## config.mk

```make
export PLATFORM = sky130hd
export DESIGN_NAME = prtt_ctrl
export DESIGN_NICKNAME = d
export VERILOG_FILES = /design/src/rtl/core/prtt_pkg.sv /design/src/rtl/core/prtt_ctrl.sv
export SDC_FILE = /design/constraint.sdc
export NUM_CORES = 1
export LEC_CHECK = 0
export ABC_AREA = 1
export BUFFER_PORTS_ARGS = -buffer_cell sky130_fd_sc_hd__buf_2
export CORE_AREA = 3 3 40 42
export DETAILED_ROUTE_END_ITERATION = 7
export DIE_AREA = 0 0 43 45
export SLEW_MARGIN = 25
export SYNTH_ARGS = -nofsm -noshare
export SYNTH_HDL_FRONTEND = slang
export SYNTH_SLANG_ARGS = --single-unit
```

## constraint.sdc

```tcl
create_clock -name clk -period 1.1 [get_ports clk]
set_input_delay 0.22 -clock clk [delete_from_list [all_inputs] [get_ports clk]]
set_output_delay 0.22 -clock clk [all_outputs]
set_load 0.05 [all_outputs]
```

## src/rtl/core/prtt_pkg.sv

```systemverilog
// Package: shared constants, types and opcodes for the round-trip tracker.
package prtt_pkg;
	localparam int PARTICIPANTS_DEF = 16;
	localparam int PENDING_DEF      = 8;
	localparam logic [7:0]  ALPHA_RESET = 8'd32;
	localparam logic [31:0] AGE_RESET   = 32'd5000000;

	localparam logic [2:0] OP_TICK   = 3'd0;
	localparam logic [2:0] OP_PING   = 3'd1;
	localparam logic [2:0] OP_PONG   = 3'd2;
	localparam logic [2:0] OP_QUERY  = 3'd3;
	localparam logic [2:0] OP_REMOVE = 3'd4;

	localparam logic [1:0] ST_OK      = 2'd0;
	localparam logic [1:0] ST_NOMATCH = 2'd1;
	localparam logic [1:0] ST_DISPL   = 2'd2;

	localparam logic CFG_ALPHA = 1'b0;
	localparam logic CFG_AGE   = 1'b1;

	// controller to datapath
	typedef struct packed {
		logic load;     // latch item, clear scan
		logic scan;     // process one pending slot
		logic commit;   // write participant stats / choose slot
		logic blend;    // run one EWMA step
		logic div_start;
		logic div_step;
		logic emit;
	} prtt_cmd_t;

	// datapath to controller
	typedef struct packed {
		logic scan_last;
		logic need_blend;
		logic div_done;
	} prtt_sts_t;
endpackage

```

## src/rtl/core/prtt_ctrl.sv

```systemverilog
// Controller: sequences scan, update, blend, divide and result strobe.
module prtt_ctrl import prtt_pkg::*; (
	input  logic      clk,
	input  logic      arst_n,
	input  logic      start,
	output logic      busy,
	input  prtt_sts_t sts,
	output prtt_cmd_t cmd
);
	typedef enum logic [6:0] {
		S_IDLE   = 7'b0000001,
		S_SCAN   = 7'b0000010,
		S_COMMIT = 7'b0000100,
		S_BLEND  = 7'b0001000,
		S_DIVST  = 7'b0010000,
		S_DIV    = 7'b0100000,
		S_EMIT   = 7'b1000000
	} state_t;
	state_t state_q, state_d;

	always_comb begin
		state_d = state_q;
		cmd = '0;
		case (state_q)
			S_IDLE: if (start) begin
				cmd.load = 1'b1;
				state_d = S_SCAN;
			end
			S_SCAN: begin
				cmd.scan = 1'b1;
				if (sts.scan_last) state_d = S_COMMIT;
			end
			S_COMMIT: begin
				cmd.commit = 1'b1;
				state_d = S_BLEND;
			end
			S_BLEND: begin
				cmd.blend = sts.need_blend;
				state_d = S_DIVST;
			end
			S_DIVST: begin
				cmd.div_start = 1'b1;
				state_d = S_DIV;
			end
			S_DIV: begin
				cmd.div_step = 1'b1;
				if (sts.div_done) state_d = S_EMIT;
			end
			S_EMIT: begin
				cmd.emit = 1'b1;
				state_d = S_IDLE;
			end
			default: state_d = S_IDLE;
		endcase
	end

	always_ff @(posedge clk or negedge arst_n) begin
		if (!arst_n) state_q <= S_IDLE;
		else state_q <= state_d;
	end

	assign busy = (state_q != S_IDLE);

	a_onehot: assert property (@(posedge clk) disable iff (!arst_n) $onehot(state_q))
		else $error("state not one-hot");
	a_emit: assert property (@(posedge clk) disable iff (!arst_n)
		cmd.emit |=> state_q == S_IDLE) else $error("emit not followed by idle");
	a_start: assert property (@(posedge clk) disable iff (!arst_n)
		(start && !busy) |=> state_q == S_SCAN) else $error("start lost");
endmodule

```

# Word-level counts from Yosys, hierarchy flattened

Index checks and enable logic that the tools add are counted.

Equal/unequal tests: 11
Muxes and demuxes: 12
Reduce and logical (&&, ||, !) cells: 1

Operator list:

| operator                                                              | count |
|---|---|
| 7-bit one-hot mux with 6 select lines                                 | 1 |
| 7-bit two-way mux                                                     | 3 |
| 1-bit two-way mux                                                     | 8 |
| 7-bit by 1-bit equality test with 1-bit output, second input constant | 1 |
| 7-bit by 2-bit equality test with 1-bit output, second input constant | 1 |
| 7-bit by 3-bit equality test with 1-bit output, second input constant | 1 |
| 7-bit by 4-bit equality test with 1-bit output, second input constant | 1 |
| 7-bit by 5-bit equality test with 1-bit output, second input constant | 1 |
| 7-bit by 6-bit equality test with 1-bit output, second input constant | 1 |
| 7-bit equality test, second input constant                            | 1 |
| 7-bit by 1-bit != test with 1-bit output, second input constant       | 1 |
| 2-bit != test, second input constant                                  | 3 |
| 3-bit AND reduction                                                   | 1 |

Bits in registers: 7
Output and inout port bits: 8
Logic and storage cells: 25

# Logic depth before layout (Yosys ltp)

Gate-level depths: netlist of run 1.

Word-level depth: 3
Gate-level depth with buffers: 7
Gate-level depth less buffers: 7

# Worst setup path before layout of run 1

OpenSTA, ideal clock, no wires.

Path kind: register -> output
From: reg state_q[3]
To: out cmd[0] (netlist name)
Arrival: 2,093 ps
Required time: 880 ps
Slack: -1,213 ps
Cell stages (with the launch flop): 4
Buffers on the path: 0
Path through: dfrtp_1 -> nor2_2 -> nand2_2 -> nor4_1

RTL lines:

| what                     | line            | source |
|---|---|---|
| start: declaration       | prtt_ctrl.sv:19 | `state_t state_q, state_d;` |
| start signal: assignment | prtt_ctrl.sv:59 | `else state_q <= state_d;` |
| end: declaration         | prtt_ctrl.sv:8  | `output prtt_cmd_t cmd` |

==> impl_metrics.ini, run 1 <==
[drt]
drt_pass1_iterations = 4
drcViolationCount = 0
drtAntennaViolNets = 0
vias = 469
drtIter0Drc = 6
wl_per_cell_microns = 11.13
wl_microns = 1191
drt-vias-per-instance = 4.383

[layout]
largestRegisters = state_q x7
register_area_sq_um = 176.4
syn_to_final_growth_pct = 99.71
fill_cells = 123
multi_input_area_sq_um = 311.5
fin_cells = 107
regMostFlops = state_q
layout-drive-gt1-share_pct = 63.04
largest_register_ffs = 7
antennaDiodeCount = 0
final_util_pct = 67.48
nets = 99

[power_and_ir_drop]
power.density_nw_per_um2 = 2164
power.net_switching_uw = 904.7
ir_drop_uv = 1067
total_power_mw = 1.876
clockPowerShare_pct = 12.4
p_seq_share_pct = 21.2
pwr-share-comb_pct = 66.4
p_sw_share_pct = 48.21
leakagePower_nw = 0.4247
p_int_uw = 971.8

[min_path]
hold_class = input pin to flop

[die]
die_w_microns = 43
fp-row-count = 13
io_pins = 14
fp.dieH_microns = 45
coreArea_sq_um = 1285
dieArea_sq_um = 1935
initial_core_util_pct = 33.79

[logic_synthesis]
yosysSeqAreaShare_pct = 40.63
syn-num-nets = 65
synth_ff_type = dfrtp_1
syn_inst = 59
synthTopCellsByArea = dfrtp_1 (35%), nor2_1 (12%), inv_1 (7.8%)
yosys.area.top_type = dfrtp_1
synth.distinct_cells = 17
async_flop_share_pct = 100.0
netlist_area_sq_um = 434.2
syn_area_per_cell_sq_um = 7.359
post-synth-top-area-fraction_pct = 34.58
yosys_warnings = 0
synth-edff-count = 0
ys_ff_latch = 7

[global_route]
grt_pass1_wl_microns = 1987
grt_max_degree = 8
grt_usage_pct = 14.30
grt_pass1_vias = 455
grt.overflow.total = 0
grt_antenna_before_repair = 0

[placed_design]
pre_cts_ws_ns = -0.3460
routabilityCongestion = 0.7135
port_buffers = 13
place_inst = 98
dpl.hpwl_microns = 799.5

[cts]
ctsLongestPathBuffers = 2
clk_latency_ns = 0.25
cts-root-buf = clkbuf_4
cts_made_buffers = 3
clock_sinks = 7
htree_num_levels = 1
clk_pin_slew_ns = 0.05
cts_tree = yes

[setup_path]
critPathCaptureType = output pin
cp_common_cell = nor2_4
worstPathRequired_ns = 0.88
critical-path-max-stage-delay_ns = 0.58
cpMaxStageDelayCell = dfstp_2
worst-setup-path-type = flop to output pin
cp.arrival_ns = 1.37
cp_cell_sequence = nand3_2 -> nor2_4 -> inv_4 -> nor2_4 -> buf_6
crit_path_start_kind = flop
crit_fanout = 3

[timing]
setup_ws_ns = -0.4856
period_needed_ns = 1.586
skew_ns = 0.0005739
slew_violations = 0
fmax_ghz = 0.6307
slew_headroom_pct = 85.88
setup_violations = 14
finalHoldViolCount = 0
worst_pin_slew_ns = 0.2103
grt_setup_unrepaired = true
fin_crit_sh_pct = 144.1
holdWs_ns = 0.2421

[flow_run]
drv_cap = 0

[outcome]
outcome = finished, violations left
violations = setup timing
==> what timing repair did <==
action / CTS / global route
resized for setup: 29 / 11
pin swaps: 12 / 5
setup endpoints to repair: 13 / 15
endpoints found under the hold margin: 6 / 0
setup buffers: 3 / 1
hold buffers: 1 / 0
==> metrics by stage <==
| step | TNS [ns] | area, sq um |
|---|---|---|
| 6_report | -4.677 | 867.1 |
| 5_1_grt | -5.615 | 867.1 |
| 4_1_cts | -4.084 | 820.8 |
| 3_5_place_dp | -2.612 | 664.4 |
| 3_3_place_gp | -2.471 | 664.4 |
| 2_1_floorplan | -2.602 | 485.5 |
==> final cells by class <==
type,count,share of cell area (%)
sequential,7,20.35
multi-input combinational,41,35.93
timing repair buffer,29,33.19
tap,15,2.165
inverter,11,5.339
clock buffer,4,3.030
==> synth_stat cells, types with 2 or more instances <==
cell	n
inv_1	9
nor2_1	14
nor2_2	5
nor2_4	2
inv_2	2
dfrtp_1	6
nand3_1	3
nand2_2	2
nand2_1	8
==> per-layer routing <==
layer	part of all wire (%)	wire (microns)	vias up	global-route usage, %
met5	0	0	-	0
met4	1.4	17	0	9.036
met3	3.8	45	2	2.390
met2	52	624	16	23.65
met1	42	504	208	17.37
li1	-	-	243	-
==> layout by cell type (no fill, tap or decap), types with 2 or more instances in the layout <==
cell,count
clkbuf_4,3
buf_6,12
buf_4,7
nor2_4,8
nand3_2,2
nor2_2,4
buf_2,5
nand3_1,2
inv_4,2
nand2_2,3
inv_1,8
nor2_1,9
nand2_1,5
nand2_4,3
buf_8,3
dfrtp_1,6
==> power groups by stage <==
stage               Sequential [mW]  Clock (mW)  Combinational (mW)
floorplan                     0.373           0               0.695
global placement              0.368           0               0.923
detailed placement            0.370           0               0.933
CTS                           0.381       0.234                1.13
global route                  0.402       0.255                1.33
finish                        0.398       0.233                1.25
==> worst paths after layout <==
check / startpoint / endpoint / slack [ns] / depth (start not counted)
setup reg to reg: state_q[0] / state_q[0] / -0.28 / 9
hold / removal: sts[2] / state_q[1] / 0.24 / 4
setup / recovery: state_q[0] / cmd[6] / -0.49 / 5
hold reg to reg: state_q[1] / state_q[4] / 0.64 / 3
min in group asynchronous: arst_n / state_q[1] / 0.32 / 2
max in group asynchronous: arst_n / state_q[0] / 0.55 / 2
==> cells by family (layout without fill, tap and decap cells) <==
family | Yosys count | in the layout | share of synthesized area [%]
simple gates | 39 | 39 | 47.55
compound gates | 2 | 2 | 2.303
buf+inv | 11 | 44 | 9.510
flops | 7 | 7 | 40.63
==> worst max-delay path, delay by kind of cell (launching register included) <==
family	cells	cell delay, ns
buffers and inverters	2	0.21
and+or+nand+nor	3	0.31
DFF	1	0.58
No activity file was read; power rests on OpenSTA's default activity.
==> inputs of run 2 (changes only) <==
--- a/config.mk
+++ b/config.mk
@@ -8,8 +8,11 @@
 export ABC_AREA = 1
 export BUFFER_PORTS_ARGS = -buffer_cell sky130_fd_sc_hd__buf_2
 export CORE_AREA = 3 3 40 42
+export CTS_BUF_LIST = sky130_fd_sc_hd__clkbuf_4 sky130_fd_sc_hd__clkbuf_8
 export DETAILED_ROUTE_END_ITERATION = 7
 export DIE_AREA = 0 0 43 45
+export HOLD_SLACK_MARGIN = 0.12
+export SETUP_SLACK_MARGIN = 0.05
 export SLEW_MARGIN = 25
 export SYNTH_ARGS = -nofsm -noshare
 export SYNTH_HDL_FRONTEND = slang
==> run 2 against run 1 <==
The flow still finishes with violations (setup timing). Critical path type unchanged. Via count is 0.43% higher. Sequential power about the same. Highest routed layer unchanged. Critical endpoint unchanged. Cell area up 0.58%.
==> impl_metrics.ini, run 2 (synthesized netlist as in run 1, its figures left out) <==
[outcome]
outcome = finished, violations left
violations = setup timing

[drt]
wl_per_cell_microns = 11.56
drcViolationCount = 0
drtIter0Drc = 10
vias = 471
drt_pass1_iterations = 2
drt-vias-per-instance = 4.402
wl_microns = 1237
drtAntennaViolNets = 0

[timing]
fmax_ghz = 0.6345
slew_headroom_pct = 85.55
grt_setup_unrepaired = true
setup_ws_ns = -0.4761
setup_violations = 14
skew_ns = 0.0002914
finalHoldViolCount = 0
fin_crit_sh_pct = 143.3
period_needed_ns = 1.576
worst_pin_slew_ns = 0.2152
holdWs_ns = 0.2502
slew_violations = 0

[die]
dieArea_sq_um = 1935
coreArea_sq_um = 1285
io_pins = 14
fp.dieH_microns = 45
fp-row-count = 13
initial_core_util_pct = 33.79
die_w_microns = 43

[layout]
layout_common_cells = buf_6 (12), inv_1 (8), nor2_4 (8), nor2_1 (8), buf_4 (7)
multi_input_area_sq_um = 312.8
largest_register_ffs = 7
antennaDiodeCount = 0
design_area_sq_um = 872.1
layout-drive-gt1-share_pct = 65.22
final_common_cell = buf_6
fill_cells = 120
nets = 99
register_area_sq_um = 176.4
regMostFlops = state_q
largestRegisters = state_q x7
syn_to_final_growth_pct = 100.9

[setup_path]
crit_path_start_kind = flop
crit_fanout = 3
worstPathRequired_ns = 0.88
r2r_setup_slack_ns = -0.27
critPathCaptureType = output pin
worst-setup-path-type = flop to output pin
cp.arrival_ns = 1.36

[cts]
cts-root-buf = clkbuf_4
clk_pin_slew_ns = 0.05
htree_num_levels = 1
ctsLongestPathBuffers = 2
cts_made_buffers = 3
cts_tree = yes
clk_latency_ns = 0.25
clock_sinks = 7

[global_route]
grt_usage_pct = 15.39
grt.overflow.total = 0
grt_max_degree = 8
grt_pass1_wl_microns = 2132
grt_pass1_vias = 487
grt_antenna_before_repair = 0

[power_and_ir_drop]
ir_drop_uv = 1686
power.density_nw_per_um2 = 2178
clockPowerShare_pct = 13.4
power.net_switching_uw = 898.4
leakagePower_nw = 0.4262
p_sw_share_pct = 47.29
p_int_mw = 1.001
p_seq_share_pct = 21.0
pwr-share-comb_pct = 65.6

[placed_design]
routabilityCongestion = 0.7135
dpl.hpwl_microns = 799.5
port_buffers = 13
place_area_sq_um = 664.4

[min_path]
hold_class = input pin to flop

[flow_run]
drv_cap = 0
run 2: changes by cell type in the layout (fill, tap and decap cells not counted):
cell	before	now
nand2_1	5	4
clkbuf_4	3	4
nor2_2	4	5
clkbuf_1	1	0
o21ai_1	0	1
o21ai_2	1	0
nor2_1	9	8
nand2_2	3	4
run 2: metrics by stage:
step / power (mW) / utilization (%) / setup slack, ns / instances / setup TNS [ns]
global placement: 1.291 / 51.70 / -0.3141 / 98 / -2.471
CTS: 1.785 / 64.75 / -0.4717 / 107 / -4.343
global route: 2.018 / 67.87 / -0.5275 / 107 / -5.492
detailed placement: 1.303 / 51.70 / -0.3460 / 98 / -2.612
finish: 1.900 / 67.87 / -0.4761 / 107 / -4.628
floorplan: 1.068 / - / -0.3203 / 59 / -2.602
run 2: critical path, stage by stage (launching register included):
cell and delay, ns:
dfstp_2 0.58, nand3_2 0.10, nor2_4 0.14, inv_4 0.06, nor2_4 0.07, buf_6 0.15
run 2: layout make-up:
type	instances	area share (%)
Inverter	11	5.308
Clock buffer	4	3.443
Sequential cell	7	20.23
Tap cell	15	2.152
Multi-Input combinational cell	41	35.87
Timing Repair Buffer	29	33.00
run 2: power by group through the flow:
stage | Combinational, mW | Sequential, mW | Clock (mW)
after floorplan | 0.695 | 0.373 | 0
after global placement | 0.923 | 0.368 | 0
after detailed placement | 0.933 | 0.370 | 0
after CTS | 1.14 | 0.381 | 0.261
after global routing | 1.34 | 0.401 | 0.279
final | 1.25 | 0.399 | 0.254
run 2: final timing paths:
check | startpoint | end | cells past startpoint
setup / recovery | state_q[0] | cmd[6] | 5
hold / removal | sts[2] | state_q[1] | 4
setup reg to reg | state_q[2] | state_q[6] | 9
hold reg to reg | state_q[1] | state_q[4] | 3
max in group asynchronous | arst_n | state_q[0] | 2
min in group asynchronous | arst_n | state_q[1] | 2
run 2: repair_timing:
action,in CTS,in global routing
pin swaps,9,2
hold buffers,1,0
endpoints found under the hold margin,7,0
setup buffers,4,0
endpoints found under the setup margin,13,15
resized for setup,29,12
run 2: layer usage:
layer  vias to the layer above  GRT usage [%]  wire length [microns]
li1                        243              -                      -
met1                       210          17.87                    479
met5                         -              0                      0
met4                         0          10.24                     22
met3                         4          3.187                     61
met2                        14          25.75                    674
==> inputs of run 3 (changes only) <==
==> constraint.sdc (replaced) <==
create_clock -name clk -period 1.95 [get_ports clk]
set_input_delay 0.39 -clock clk [delete_from_list [all_inputs] [get_ports clk]]
set_output_delay 0.39 -clock clk [all_outputs]
set_load 0.05 [all_outputs]
==> run 3 against run 2 <==
The run now ends clean. Cell area fell by 34%. Routed wire length shrank 27%. Critical path depth rose by 1. Hold slack improved by 0.16 ns. Register-to-register slack improved by 1.1 ns. Utilization is 23 points lower. Die area is the same. Via count is 14% lower. Clock power is 43% lower. Worst setup slack better by 0.64 ns. Largest cell class unchanged.
==> impl_metrics.ini, run 3 (synthesized netlist as in run 1, its figures left out) <==
[setup_path]
critical-path-max-stage-delay_ns = 0.42
cpMaxStageDelayCell = dfrtp_1
crit_fanout = 7
worst_r2r_path_depth = 6
critPathCaptureType = output pin
worstPathRequired_ns = 1.56
cp_cell_sequence = nor2_2 -> nand2_4 -> nor2_2 -> inv_2 -> nor2_2 -> buf_6
cp_common_cell = nor2_2
crit_path_start_kind = flop
cp.arrival_ns = 1.40
worst-setup-path-type = flop to output pin

[cts]
ctsLongestPathBuffers = 2
cts_made_buffers = 3
cts-root-buf = clkbuf_4
clock_sinks = 7
cts_tree = yes
clk_latency_ns = 0.25
htree_num_levels = 1
postCtsSetupBuffers = 0
clk_pin_slew_ns = 0.05

[drt]
drt-vias-per-instance = 4.402
wl_per_cell_microns = 9.783
vias = 405
drtAntennaViolNets = 0
wl_microns = 900
drtIter0Drc = 8
drcViolationCount = 0
drt_pass1_iterations = 4

[die]
fp.dieH_microns = 45
coreArea_sq_um = 1285
fp-row-count = 13
dieArea_sq_um = 1935
initial_core_util_pct = 33.79
die_w_microns = 43
io_pins = 14

[layout]
largest_register_ffs = 7
layout-drive-gt1-share_pct = 44.16
syn_to_final_growth_pct = 33.14
design_area_sq_um = 578.1
antennaDiodeCount = 0
regMostFlops = state_q
fin_cells = 92
layout_common_cells = nor2_1 (13), buf_2 (12), inv_1 (9)
largestRegisters = state_q x7
fill_cells = 130
nets = 84
final_common_cell = nor2_1

[placed_design]
place_area_sq_um = 531.8
place_inst = 87
port_buffers = 13
routabilityCongestion = 0.7048
dpl.hpwl_microns = 716.3

[outcome]
outcome = complete, no violations

[global_route]
grt.overflow.total = 0
grt_pass1_vias = 367
grt_antenna_before_repair = 0
grt_max_degree = 8
grt_usage_pct = 10.56
grt_pass1_wl_microns = 1455

[timing]
slew_headroom_pct = 83.07
worst_pin_slew_ns = 0.2557
setup_violations = 0
fin_crit_sh_pct = 91.82
fmax_ghz = 0.5585
slew_violations = 0
holdWs_ns = 0.4151
grt_setup_unrepaired = false
period_needed_ns = 1.791
finalSetupTns_ns = 0
finalHoldViolCount = 0
skew_ns = 0.002516

[flow_run]
drv_cap = 0

[min_path]
hold_class = input pin to flop
hold_depth = 4

[power_and_ir_drop]
ir_drop_uv = 904.1
leakagePower_nw = 0.3068
power.density_nw_per_um2 = 1359
## run 3: changes by cell type in the layout (fill, tap and decap cells not counted), sizes merged
cell | before | now
buf | 28 | 13
## run 3: area by class of cell
type	instances	area [sq um]	share of cell area, %
well taps	15	18.77	3.247
repair buffers	14	81.33	14.07
flip-flops and latches	7	176.4	30.52
clock buffers	4	30.03	5.195
inverters	11	41.29	7.143
multi-input cells	41	230.2	39.83
## run 3: worst max-delay path: cells and delay by family, from the launching register on
kind | cells | cell delay [ns]
simple gates | 4 | 0.50
buf+inv | 2 | 0.22
flops | 1 | 0.42
## run 3: through the flow
stage	util, %	power (mW)	worst slack (ns)
4_1_cts	44.50	0.7837	0.07769
6_report	44.99	0.7856	0.1594
2_1_floorplan	-	0.5523	0.05787
5_1_grt	44.99	0.8456	0.06595
3_3_place_gp	41.38	0.6311	0.3940
3_5_place_dp	41.38	0.6331	0.3525
## run 3: routing by layer
metal  global-route usage (%)  routed length, microns  part of all wire [%]  vias up
li1                         -                       -                     -      215
met1                    13.02                     408                    45      175
met2                    15.27                     407                    45       13
met3                    2.789                      65                   7.2        2
met4                    9.036                      19                   2.1        0
met5                        0                       0                     0        -
## run 3: report_power, final
group	total (mW)	switching, mW	internal [mW]
Sequential	0.213	0.0286	0.184
Clock	0.145	0.0532	0.0920
Combinational	0.427	0.307	0.120
## run 3: path summary, 6_finish.rpt
| check | start | endpoint | slack (ns) |
|---|---|---|---|
| worst min register to register | state_q[1] | state_q[3] | 0.57 |
| min in group asynchronous | arst_n | state_q[5] | 0.51 |
| worst max-delay path | state_q[5] | cmd[6] | 0.16 |
| worst max register to register | state_q[3] | state_q[6] | 0.81 |
| worst min-delay path | sts[2] | state_q[1] | 0.42 |
| max in group asynchronous | arst_n | state_q[0] | 1.20 |
## run 3: what timing repair did
item,in CTS,in global routing
resized for setup,0,3
hold endpoints to repair,6,0
setup endpoints to repair,0,1
hold buffers,1,0
